File: config.mk
export PLATFORM = sky130hd
export DESIGN_NAME = rdm_discovery_response_decoder_core_flat
export DESIGN_NICKNAME = d
export VERILOG_FILES = /design/src/rtl/rdm_disc_pkg.sv /design/src/rtl/rdm_disc_in_if.sv /design/src/rtl/rdm_disc_out_if.sv /design/src/rtl/rdm_disc_parse.sv /design/src/rtl/rdm_discovery_response_decoder_core.sv /design/src/flat_wrapper.sv
export SDC_FILE = /design/constraint.sdc
export NUM_CORES = 1
export LEC_CHECK = 0
export BUFFER_PORTS_ARGS = -buffer_cell sky130_fd_sc_hd__buf_2
export CORE_ASPECT_RATIO = 1.75
export CORE_MARGIN = 2
export CORE_UTILIZATION = 27
export CTS_CLUSTER_DIAMETER = 50
export DETAILED_ROUTE_END_ITERATION = 8
export GPL_ROUTABILITY_DRIVEN = 0
export PLACE_DENSITY = 0.52
export SYNTH_ARGS = -nofsm -noshare
export SYNTH_HDL_FRONTEND = slang
export SYNTH_SLANG_ARGS = --single-unit
File: constraint.sdc
create_clock -name clk -period 6.56 [get_ports clk]
set_input_delay 1.312 -clock clk [delete_from_list [all_inputs] [get_ports clk]]
set_output_delay 1.312 -clock clk [all_outputs]
set_load 0.01 [all_outputs]
File: src/rtl/rdm_disc_pkg.sv
// ----------------------------------------------------------------------------
// rdm_disc_pkg
// Types and constants for the discovery response decoder.
// ----------------------------------------------------------------------------
package rdm_disc_pkg;

  // Frame format constants.
  localparam logic [7:0]  SEP_BYTE   = 8'hAA;
  localparam logic [3:0]  MARK_NIB   = 4'hF;
  localparam logic [15:0] SUM_BIAS   = 16'h00FF;
  localparam logic [3:0]  BODY_LEN   = 4'd14;
  localparam logic [3:0]  PAIR_BYTES = 4'd12;
  localparam logic [2:0]  MIN_LEN    = 3'd4;
  localparam logic [2:0]  MIN_LEAD   = 3'd2;

  localparam int UID_W = 48;

  // Outcome of one frame.
  typedef enum logic [1:0] {
    ST_EMPTY     = 2'd0,
    ST_SINGLE    = 2'd1,
    ST_COLLISION = 2'd2
  } status_t;

  // Result of one frame as handed from the parser to the output register.
  typedef struct packed {
    status_t            status;
    logic [UID_W-1:0]   device_uid;
  } result_t;

endpackage

File: src/rtl/rdm_disc_in_if.sv
// ----------------------------------------------------------------------------
// rdm_disc_in_if
// Byte channel into the decoder: one frame byte per transfer.
// ----------------------------------------------------------------------------
interface rdm_disc_in_if;
  logic       valid;
  logic       ready;
  logic [7:0] rx_byte;
  logic       frame_end;

  modport source (output valid, output rx_byte, output frame_end, input ready);
  modport sink   (input valid, input rx_byte, input frame_end, output ready);
endinterface

File: src/rtl/rdm_disc_out_if.sv
// ----------------------------------------------------------------------------
// rdm_disc_out_if
// Result channel out of the decoder: one frame outcome per transfer.
// ----------------------------------------------------------------------------
interface rdm_disc_out_if;
  logic        valid;
  logic        ready;
  logic [1:0]  status;
  logic [47:0] device_uid;

  modport source (output valid, output status, output device_uid, input ready);
  modport sink   (input valid, input status, input device_uid, output ready);
endinterface

File: src/rtl/rdm_disc_parse.sv
// ----------------------------------------------------------------------------
// rdm_disc_parse
// Running frame state: separator search, nibble pair decode and checksum.
// ----------------------------------------------------------------------------
module rdm_disc_parse (
  input  logic                  clk,
  input  logic                  rst_n,
  input  logic                  step,
  input  logic [7:0]            rx_byte,
  input  logic                  frame_end,
  output rdm_disc_pkg::result_t result
);

  logic [2:0]  bytes_seen_r,  bytes_seen_nxt;
  logic        sep_seen_r,    sep_seen_nxt;
  logic        sep_early_r,   sep_early_nxt;
  logic [3:0]  body_idx_r,    body_idx_nxt;
  logic        nib_fault_r,   nib_fault_nxt;
  logic [47:0] uid_r,         uid_nxt;
  logic [15:0] sum_r,         sum_nxt;
  logic [15:0] rx_sum_r,      rx_sum_nxt;

  // Next state for one byte.
  always_comb begin
    bytes_seen_nxt = bytes_seen_r;
    sep_seen_nxt   = sep_seen_r;
    sep_early_nxt  = sep_early_r;
    body_idx_nxt   = body_idx_r;
    nib_fault_nxt  = nib_fault_r;
    uid_nxt        = uid_r;
    sum_nxt        = sum_r;
    rx_sum_nxt     = rx_sum_r;

    if (!sep_seen_r) begin
      if (rx_byte == rdm_disc_pkg::SEP_BYTE) begin
        sep_seen_nxt  = 1'b1;
        sep_early_nxt = (bytes_seen_r < rdm_disc_pkg::MIN_LEAD);
      end
    end else if (body_idx_r < rdm_disc_pkg::BODY_LEN) begin
      if (body_idx_r < rdm_disc_pkg::PAIR_BYTES) begin
        if (rx_byte[7:4] != rdm_disc_pkg::MARK_NIB) begin
          nib_fault_nxt = 1'b1;
        end
        uid_nxt = {uid_r[43:0], rx_byte[3:0]};
        // The low byte of each pair completes one decoded byte.
        if (body_idx_r[0]) begin
          sum_nxt = sum_r + {8'h00, uid_r[3:0], rx_byte[3:0]} + rdm_disc_pkg::SUM_BIAS;
        end
      end else begin
        rx_sum_nxt = {rx_sum_r[7:0], rx_byte};
      end
      body_idx_nxt = body_idx_r + 4'd1;
    end

    if (bytes_seen_r < rdm_disc_pkg::MIN_LEN) begin
      bytes_seen_nxt = bytes_seen_r + 3'd1;
    end
  end

  // Frame outcome from the state including this byte.
  always_comb begin
    result.status     = rdm_disc_pkg::ST_SINGLE;
    result.device_uid = uid_nxt;
    if (bytes_seen_nxt < rdm_disc_pkg::MIN_LEN) begin
      result.status     = rdm_disc_pkg::ST_EMPTY;
      result.device_uid = '0;
    end else if (!sep_seen_nxt || sep_early_nxt ||
                 (body_idx_nxt < rdm_disc_pkg::BODY_LEN) || nib_fault_nxt ||
                 (sum_nxt != rx_sum_nxt)) begin
      result.status     = rdm_disc_pkg::ST_COLLISION;
      result.device_uid = '0;
    end
  end

  // State register; the last byte of a frame returns it to reset.
  always_ff @(posedge clk) begin
    if (!rst_n || (step && frame_end)) begin
      bytes_seen_r <= '0;
      sep_seen_r   <= 1'b0;
      sep_early_r  <= 1'b0;
      body_idx_r   <= '0;
      nib_fault_r  <= 1'b0;
      uid_r        <= '0;
      sum_r        <= '0;
      rx_sum_r     <= '0;
    end else if (step) begin
      bytes_seen_r <= bytes_seen_nxt;
      sep_seen_r   <= sep_seen_nxt;
      sep_early_r  <= sep_early_nxt;
      body_idx_r   <= body_idx_nxt;
      nib_fault_r  <= nib_fault_nxt;
      uid_r        <= uid_nxt;
      sum_r        <= sum_nxt;
      rx_sum_r     <= rx_sum_nxt;
    end
  end

endmodule

File: src/rtl/rdm_discovery_response_decoder_core.sv
// ----------------------------------------------------------------------------
// rdm_discovery_response_decoder_core
// Decodes one received discovery response frame into empty, single or collision.
// ----------------------------------------------------------------------------
// Usage: frame bytes enter on in_ch, one byte per transfer, with frame_end set
// on the last byte. Bytes before the first separator, the nibble pairs, the
// checksum and any trailing bytes all flow through the same channel. One
// result per frame leaves on out_ch: status and, for a single device, the UID
// with the first wire byte most significant; the UID reads zero otherwise.
// Throughput is one byte per cycle unless a frame's last byte waits for the
// result register; the running state updates in a single pass from the input
// register. The result appears on out_ch once the frame's last byte moves
// from the input register into the result register.
// If the receiver stalls, the result register holds; bytes that do not end a
// frame keep flowing, and a frame's last byte waits in the input register
// until the result register is free, which then holds off in_ch.
// Reset (rst_n low, synchronous) clears the valid bits of both registers and the frame state.
// ----------------------------------------------------------------------------
module rdm_discovery_response_decoder_core (
  input  logic           clk,
  input  logic           rst_n,
  rdm_disc_in_if.sink    in_ch,
  rdm_disc_out_if.source out_ch
);

  logic                  in_valid_r;
  logic [7:0]            in_byte_r;
  logic                  in_end_r;
  logic                  out_valid_r;
  rdm_disc_pkg::result_t out_res_r;
  rdm_disc_pkg::result_t res;
  logic                  out_free;
  logic                  step;

  // A byte advances unless it ends a frame and the result register is busy.
  assign out_free    = !out_valid_r || out_ch.ready;
  assign step        = in_valid_r && (!in_end_r || out_free);
  assign in_ch.ready = !in_valid_r || step;

  // Input register.
  always_ff @(posedge clk) begin
    if (!rst_n) begin
      in_valid_r <= 1'b0;
    end else if (in_ch.ready) begin
      in_valid_r <= in_ch.valid;
    end
  end

  always_ff @(posedge clk) begin
    if (in_ch.ready && in_ch.valid) begin
      in_byte_r <= in_ch.rx_byte;
      in_end_r  <= in_ch.frame_end;
    end
  end

  rdm_disc_parse u_parse (
    .clk       (clk),
    .rst_n     (rst_n),
    .step      (step),
    .rx_byte   (in_byte_r),
    .frame_end (in_end_r),
    .result    (res)
  );

  // Result register.
  always_ff @(posedge clk) begin
    if (!rst_n) begin
      out_valid_r <= 1'b0;
    end else if (step && in_end_r) begin
      out_valid_r <= 1'b1;
    end else if (out_ch.ready) begin
      out_valid_r <= 1'b0;
    end
  end

  always_ff @(posedge clk) begin
    if (step && in_end_r) begin
      out_res_r <= res;
    end
  end

  assign out_ch.valid      = out_valid_r;
  assign out_ch.status     = out_res_r.status;
  assign out_ch.device_uid = out_res_r.device_uid;

endmodule

File: src/flat_wrapper.sv
// flat-port wrapper written by rule: the top's interface ports become plain ports
module rdm_discovery_response_decoder_core_flat 
  (clk, rst_n, in_ch_valid, in_ch_rx_byte, in_ch_frame_end, in_ch_ready, out_ch_valid, out_ch_status, out_ch_device_uid, out_ch_ready);
  rdm_disc_in_if in_ch_i ();
  rdm_disc_out_if out_ch_i ();
  input  logic clk;
  input  logic rst_n;
  input wire logic [$bits(in_ch_i.valid)-1:0] in_ch_valid;
  input wire logic [$bits(in_ch_i.rx_byte)-1:0] in_ch_rx_byte;
  input wire logic [$bits(in_ch_i.frame_end)-1:0] in_ch_frame_end;
  output wire logic [$bits(in_ch_i.ready)-1:0] in_ch_ready;
  output wire logic [$bits(out_ch_i.valid)-1:0] out_ch_valid;
  output wire logic [$bits(out_ch_i.status)-1:0] out_ch_status;
  output wire logic [$bits(out_ch_i.device_uid)-1:0] out_ch_device_uid;
  input wire logic [$bits(out_ch_i.ready)-1:0] out_ch_ready;
  assign in_ch_i.valid = in_ch_valid;
  assign in_ch_i.rx_byte = in_ch_rx_byte;
  assign in_ch_i.frame_end = in_ch_frame_end;
  assign in_ch_ready = in_ch_i.ready;
  assign out_ch_valid = out_ch_i.valid;
  assign out_ch_status = out_ch_i.status;
  assign out_ch_device_uid = out_ch_i.device_uid;
  assign out_ch_i.ready = out_ch_ready;
  rdm_discovery_response_decoder_core u_core (.clk(clk), .rst_n(rst_n), .in_ch(in_ch_i), .out_ch(out_ch_i));
endmodule
# --- After elaboration in Yosys (flattened, before gate mapping) ---
# Index checks and enable logic that the tools add are counted.
word_totals:
  ff_bits: 151
  latchBits: 0
  mem_bits_rw: 0
  rom_bits: 0
  inputBits: 13
  output_inout_bits: 52
  wordCells: 69
  mem_count: 0
op_classes:
  n_addsub: 4
  n_mul: 0
  div: 0
  magnitude_cmp: 6
  eq_ne: 3
  shifts: 0
  muxes: 24
  n_bitwise: 0
  reduce_logical: 18
op_table:
  columns: ["op", "n"]
  rows:
  - ["48-bit two-way mux", 3]
  - ["16-bit two-way mux", 7]
  - ["50-bit two-way mux", 1]
  - ["16-bit by 8-bit adder with 16-bit output", 1]
  - ["16-bit by 8-bit adder with 16-bit output, second input constant", 1]
  - ["16-bit != test", 1]
  - ["4-bit < comparator, second input constant", 3]
  - ["1-bit two-way mux", 10]
  - ["8-bit equality test, second input constant", 1]
  - ["1-bit logical OR", 8]
  - ["4-bit two-way mux", 2]
  - ["3-bit < comparator, second input constant", 2]
  - ["1-bit zero test", 5]
  - ["4-bit by 1-bit adder with 4-bit output, second input constant", 1]
  - ["4-bit != test, second input constant", 1]
  - ["3-bit by 1-bit adder with 3-bit output, second input constant", 1]
  - ["1-bit logical AND", 3]
  - ["3-bit by 2-bit < comparator with 1-bit output, second input constant", 1]
  - ["3-bit two-way mux", 1]
  - ["2-bit nonzero test", 1]
  - ["2-bit OR reduction", 1]

# --- Logic depth before layout (Yosys ltp) ---
depth:
  depth_word: 9
  depth_mapped: 14
  depth_no_buf: 13

# --- Cells and area by module ---
# Synthesis repeated with hierarchy kept, for this count alone.
hier_totals:
  hier_cells: 792
  hier_area_um2: 7713.6
by_module_without_submodules:
  columns: ["module", "instances", "cells_per_inst", "area_each_um2", "seq_area_each_um2"]
  rows:
  - ["rdm_disc_parse", 1, 721, 5824.3, 1801.7]
  - ["rdm_discovery_response_decoder_core", 1, 71, 1889.3, 1811.7]

# --- Least setup slack after synthesis ---
# OpenSTA, ideal clock, no wires.
synth_timing:
  path_type: "input-to-reg"
  from: "input port out_ch_ready"
  to: "register u_core.u_parse.rx_sum_r[11]"
  arrival_time_ns: 3.542
  required_time_ns: 6.423
  slack_ns: 2.881
  cell_stages: 7
  path_buffers: 2
  cell_sequence: "nor2b_1 -> nand2_1 -> and3_1 -> nand2b_1 -> clkbuf_1 -> clkbuf_1 -> a211oi_1"
synth_via:
  elab_chain_len: 5
synth_rtl:
  columns: ["item", "line", "text"]
  rows:
  - ["start, declared", "flat_wrapper.sv:15", "input wire logic [$bits(out_ch_i.ready)-1:0] out_ch_ready;"]
  - ["1-bit logical OR *", "rdm_discovery_response_decoder_core.sv:36", "assign out_free = !out_valid_r || out_ch.ready;"]
  - ["1-bit logical OR *", "rdm_discovery_response_decoder_core.sv:37", "assign step = in_valid_r && (!in_end_r || out_free);"]
  - ["1-bit logical AND *", "rdm_discovery_response_decoder_core.sv:37", null]
  - ["1-bit logical AND", "rdm_disc_parse.sv:77", "if (!rst_n || (step && frame_end)) begin"]
  - ["1-bit logical OR", "rdm_disc_parse.sv:77", null]
  - ["end signal, assigned", "rdm_disc_parse.sv:94", "rx_sum_r <= rx_sum_nxt;"]
  - ["end, declared", "rdm_disc_parse.sv:21", "logic [15:0] rx_sum_r, rx_sum_nxt;"]
# Every way passes the cells marked *; elsewhere a longest branch is shown, timed or not.
# A chain may end at the register's enable or synchronous reset.

# --- Worst setup path after layout ---
layout_timing:
  from: "register u_core.in_byte_r[1]"
  to: "register u_core.out_res_r, in the netlist u_core.out_ch.device_uid[45], data pin"
layout_via:
  elab_chain_len: 9
  word_cells_on_any_way: 21
  classes_between: "add/sub (2); eq/ne (2); mux (11); reduce/logical (6)"
layout_rtl:
  columns: ["item", "line", "text"]
  rows:
  - ["start, declared", "rdm_discovery_response_decoder_core.sv:27", "logic [7:0] in_byte_r;"]
  - ["start signal, assigned", "rdm_discovery_response_decoder_core.sv:51", "in_byte_r <= in_ch.rx_byte;"]
  - ["16-bit by 8-bit adder with 16-bit output or 8-bit equality test (tied branches)", "rdm_disc_parse.sv:47, rdm_disc_parse.sv:35", null]
  - ["16-bit by 8-bit adder with 16-bit output or 1-bit two-way mux (tied branches)", "rdm_disc_parse.sv:47, rdm_disc_parse.sv:35", null]
  - ["16-bit two-way mux or 1-bit two-way mux (tied branches)", "rdm_disc_parse.sv:46, rdm_disc_parse.sv:34", null]
  - ["16-bit two-way mux or 1-bit zero test (tied branches)", "rdm_disc_parse.sv:40, rdm_disc_parse.sv:67", null]
  - ["16-bit two-way mux or 1-bit logical OR (tied branches)", "rdm_disc_parse.sv:39, rdm_disc_parse.sv:67", null]
  - ["16-bit two-way mux or 1-bit logical OR (tied branches)", "rdm_disc_parse.sv:34, rdm_disc_parse.sv:67", null]
  - ["16-bit != test or 1-bit logical OR (tied branches)", "rdm_disc_parse.sv:69, rdm_disc_parse.sv:68", null]
  - ["1-bit logical OR *", "rdm_disc_parse.sv:68", "(body_idx_nxt < rdm_disc_pkg::BODY_LEN) || nib_fault_nxt ||"]
  - ["2-bit OR reduction (no line) *", null, null]
  - ["end signal, assigned", "rdm_discovery_response_decoder_core.sv:78", "out_res_r <= res;"]
  - ["end, declared", "rdm_discovery_response_decoder_core.sv:30", "rdm_disc_pkg::result_t out_res_r;"]
# Marked as above.

==> results.cfg <==
[clocking]
cts.clk_slew.worst_paths_ns = 0.06
worstSkewPairLatency_ns = 0.43
cts_hold_buf = 0
clkSinkCount = 151
cts_resized = 0
htreeDepth = 4
cts_root_buffer = clkbuf_16
cts_buffers = 17
postCtsSetupBuffers = 0
cts_max_path_buffers = 2
cts_tree = done

[logic_synthesis]
synth-seq-cells = 151
synth_top_area_share_pct = 23.1
synth-edff-count = 59
syn_area_sq_um = 7980
synthArstFlopShare_pct = 0
synth_cell_types = 65
yosysMostFrequentCell = nand2_1
synth_flop_cell = dfxtp_1
synth.largest_area_cell = dfxtp_1
synth_common_cells = 253 x nand2_1, 133 x a21oi_1, 92 x dfxtp_1
ys_warn_count = 0
synth_nets = 930
syn_avg_cell_area_sq_um = 8.89
syn_inst = 898
ys_seq_area_share_pct = 45.3
yosys-top-cells-area = dfxtp_1 23%, edfxtp_1 22%, nand2_1 12%

[placement]
place_area_sq_um = 8640
numPortBuffers = 64
dp_hpwl_um = 14700

[drt]
drtAntennaViolNets = 0
drc_errors = 0
drtIter0Drc = 538
wl_per_cell_um = 16.0
via_count = 6303
avgViaCountPerCell = 4.75
drt_pass1_iterations = 4
drt-total-wl_um = 21300

[global_route]
grtUsageTotal_pct = 14.2
overflow = 0
grt_max_degree = 54
grt_pass1_vias = 6389
antenna_found_initial = 0
grt_pass1_wl_um = 34300

[layout]
design_area_sq_um = 9210
nNetsFinal = 964
areaGrowthSynthToFinish_pct = 15.4
nFillCells = 2982
multiInputGateArea_sq_um = 3980
num_antenna_cells = 0
register_area_sq_um = 3610
drive_above_1_share_pct = 18.6

[die]
die_y_um = 231
die_w_um = 134
core_sq_um = 29200
io_pins = 65
rows = 83
die_area_sq_um = 31000
initial_utilization_pct = 27.4

[run]
drv_cap = 0

[worst_hold_path]
min_path_type = register to register

[timing]
tightest_slew_ns = 0.967
rsz0062_at_grt = no
hold_viol = 0
post-route-period-util_pct = 67.7
fmax_mhz = 225
finalClockSkew_ns = 0.00752
fin_crit_ns = 4.44
maxSlewHeadroom_pct = 35.3
maxSlewViolCount = 0
finalSetupViolCount = 0
finalSetupTns_ns = 0

[setup_path]
required_ns = 6.81
worstSetupStartpointType = register
path_class = register to register
cp_max_fo = 31
crit_arrival_ns = 4.69
cp_top_family = compound AO/OA/AOI/OAI gates
crit_chain = inv_1, ha_1, inv_1, ha_1, fa_1, a211oi_1, o31ai_2, o211ai_1, xnor2_1, o221ai_1, o31ai_1, nand4_4, buf_4, nor4b_2
crit_path_top_delay_cell = nand4_4
cp-end-kind = register
critPathBufInv = 3
critPathMaxStageDelay_ns = 0.66

[run_status]
status = complete, no violations

[pwr]
cellLeakagePower_nw = 3.09
irDropWorstVdd_mv = 0.138
total_power_mw = 2.02
power_per_cell_area_nw_per_um2 = 220
## kinds of logic (layout without fill, tap and decap cells)
logic type / after synthesis / count (layout) / share of synthesized area [%]
AOI/OAI and AO/OA: 192 / 192 / 13.9
and+or+nand+nor: 394 / 394 / 27.4
xor gates and xnor gates: 26 / 26 / 2.85
buffers and inverters: 101 / 148 / 5.50
DFF: 151 / 151 / 45.3
muxes: 15 / 15 / 1.94
adders and majority gates: 19 / 19 / 3.07
## layout make-up
cell class / instances / share of cell area, %
multi-input combinational: 646 / 43.2
clock inverter: 13 / 1.39
tap: 382 / 5.19
timing repair buffer: 80 / 4.78
inverter: 36 / 1.47
clock buffer: 19 / 4.81
sequential: 151 / 39.2
## power breakdown
group          switching (mW)  internal [mW]
registers             0.00677          0.979
logic                  0.0480         0.0221
clock network           0.402          0.567
total                   0.456           1.57
## registers in the layout, summed over array words and instances (netlist names), 2 cells and up
| signal | cells |
|---|---|
| u_core.u_parse.sum_r | 16 |
| u_core.in_byte_r | 8 |
| u_core.u_parse.bytes_seen_r | 3 |
| u_core.out_ch.status | 2 |
| u_core.u_parse.uid_r | 48 |
| u_core.u_parse.body_idx_r | 4 |
| u_core.u_parse.rx_sum_r | 16 |
| u_core.out_ch.device_uid | 48 |
## cells in the final DEF, fill, tap and decap left out, types with 2 or more instances in the layout
master,count
nor2_1,35
nand4_1,2
a211oi_1,8
ha_1,18
dfxtp_1,92
o21ai_0,15
bufinv_16,2
nand3_1,13
inv_1,36
o211ai_1,2
buf_2,64
clkinv_1,4
a21o_1,3
a21boi_0,2
and2_1,8
nand2_1,253
inv_6,3
o21a_1,3
clkbuf_16,17
nor2_2,2
xnor2_1,15
o31ai_1,3
a31oi_1,2
nor4_2,5
clkinv_2,2
edfxtp_1,59
mux2i_1,14
xor2_1,11
nor4b_2,45
nor4b_1,2
buf_4,16
nor3_1,7
or2_2,3
a21oi_1,133
or3_1,4
## path summary, 6_finish.rpt
path | startpoint | endpoint | slack [ns] | depth (start not counted)
worst max-delay path | u_core.in_byte_r[1] | u_core.out_ch.device_uid[45] | 2.12 | 14
worst min-delay path | u_core.u_parse.rx_sum_r[13] | u_core.u_parse.rx_sum_r[13] | 0.46 | 2
worst max register to register | u_core.in_byte_r[1] | u_core.out_ch.device_uid[45] | 2.12 | 14
worst min register to register | u_core.u_parse.rx_sum_r[13] | u_core.u_parse.rx_sum_r[13] | 0.46 | 2
## through the flow
| stage | setup slack, ns | std cells | utilization [%] | hold WS, ns |
|---|---|---|---|---|
| 2_1_floorplan | 2.88 | 898 | - | 0.436 |
| 4_1_cts | 2.08 | 1327 | 31.6 | 0.458 |
| 3_5_place_dp | 2.14 | 1295 | 29.6 | 0.449 |
| 3_3_place_gp | 2.22 | 1295 | 29.6 | 0.442 |
| 5_1_grt | 1.71 | 1327 | 31.6 | 0.476 |
| 6_report | 2.12 | 1327 | 31.6 | 0.455 |
## worst reg2reg max path, cell delays in order, from the launching register on
cell	delay (ns)
edfxtp_1	0.42
inv_1	0.09
ha_1	0.27
inv_1	0.04
ha_1	0.22
fa_1	0.42
a211oi_1	0.39
o31ai_2	0.17
o211ai_1	0.37
xnor2_1	0.17
o221ai_1	0.15
o31ai_1	0.17
nand4_4	0.66
buf_4	0.48
nor4b_2	0.25
## routing by layer
metal	up-vias	routed length (um)	global-route usage [%]
met2	96	12400	28.0
li1	3171	-	-
met1	3004	7700	14.0
met5	-	0	0
met3	32	478	2.65
met4	0	678	6.85
Note: power is estimated with default switching activity, not from simulation.
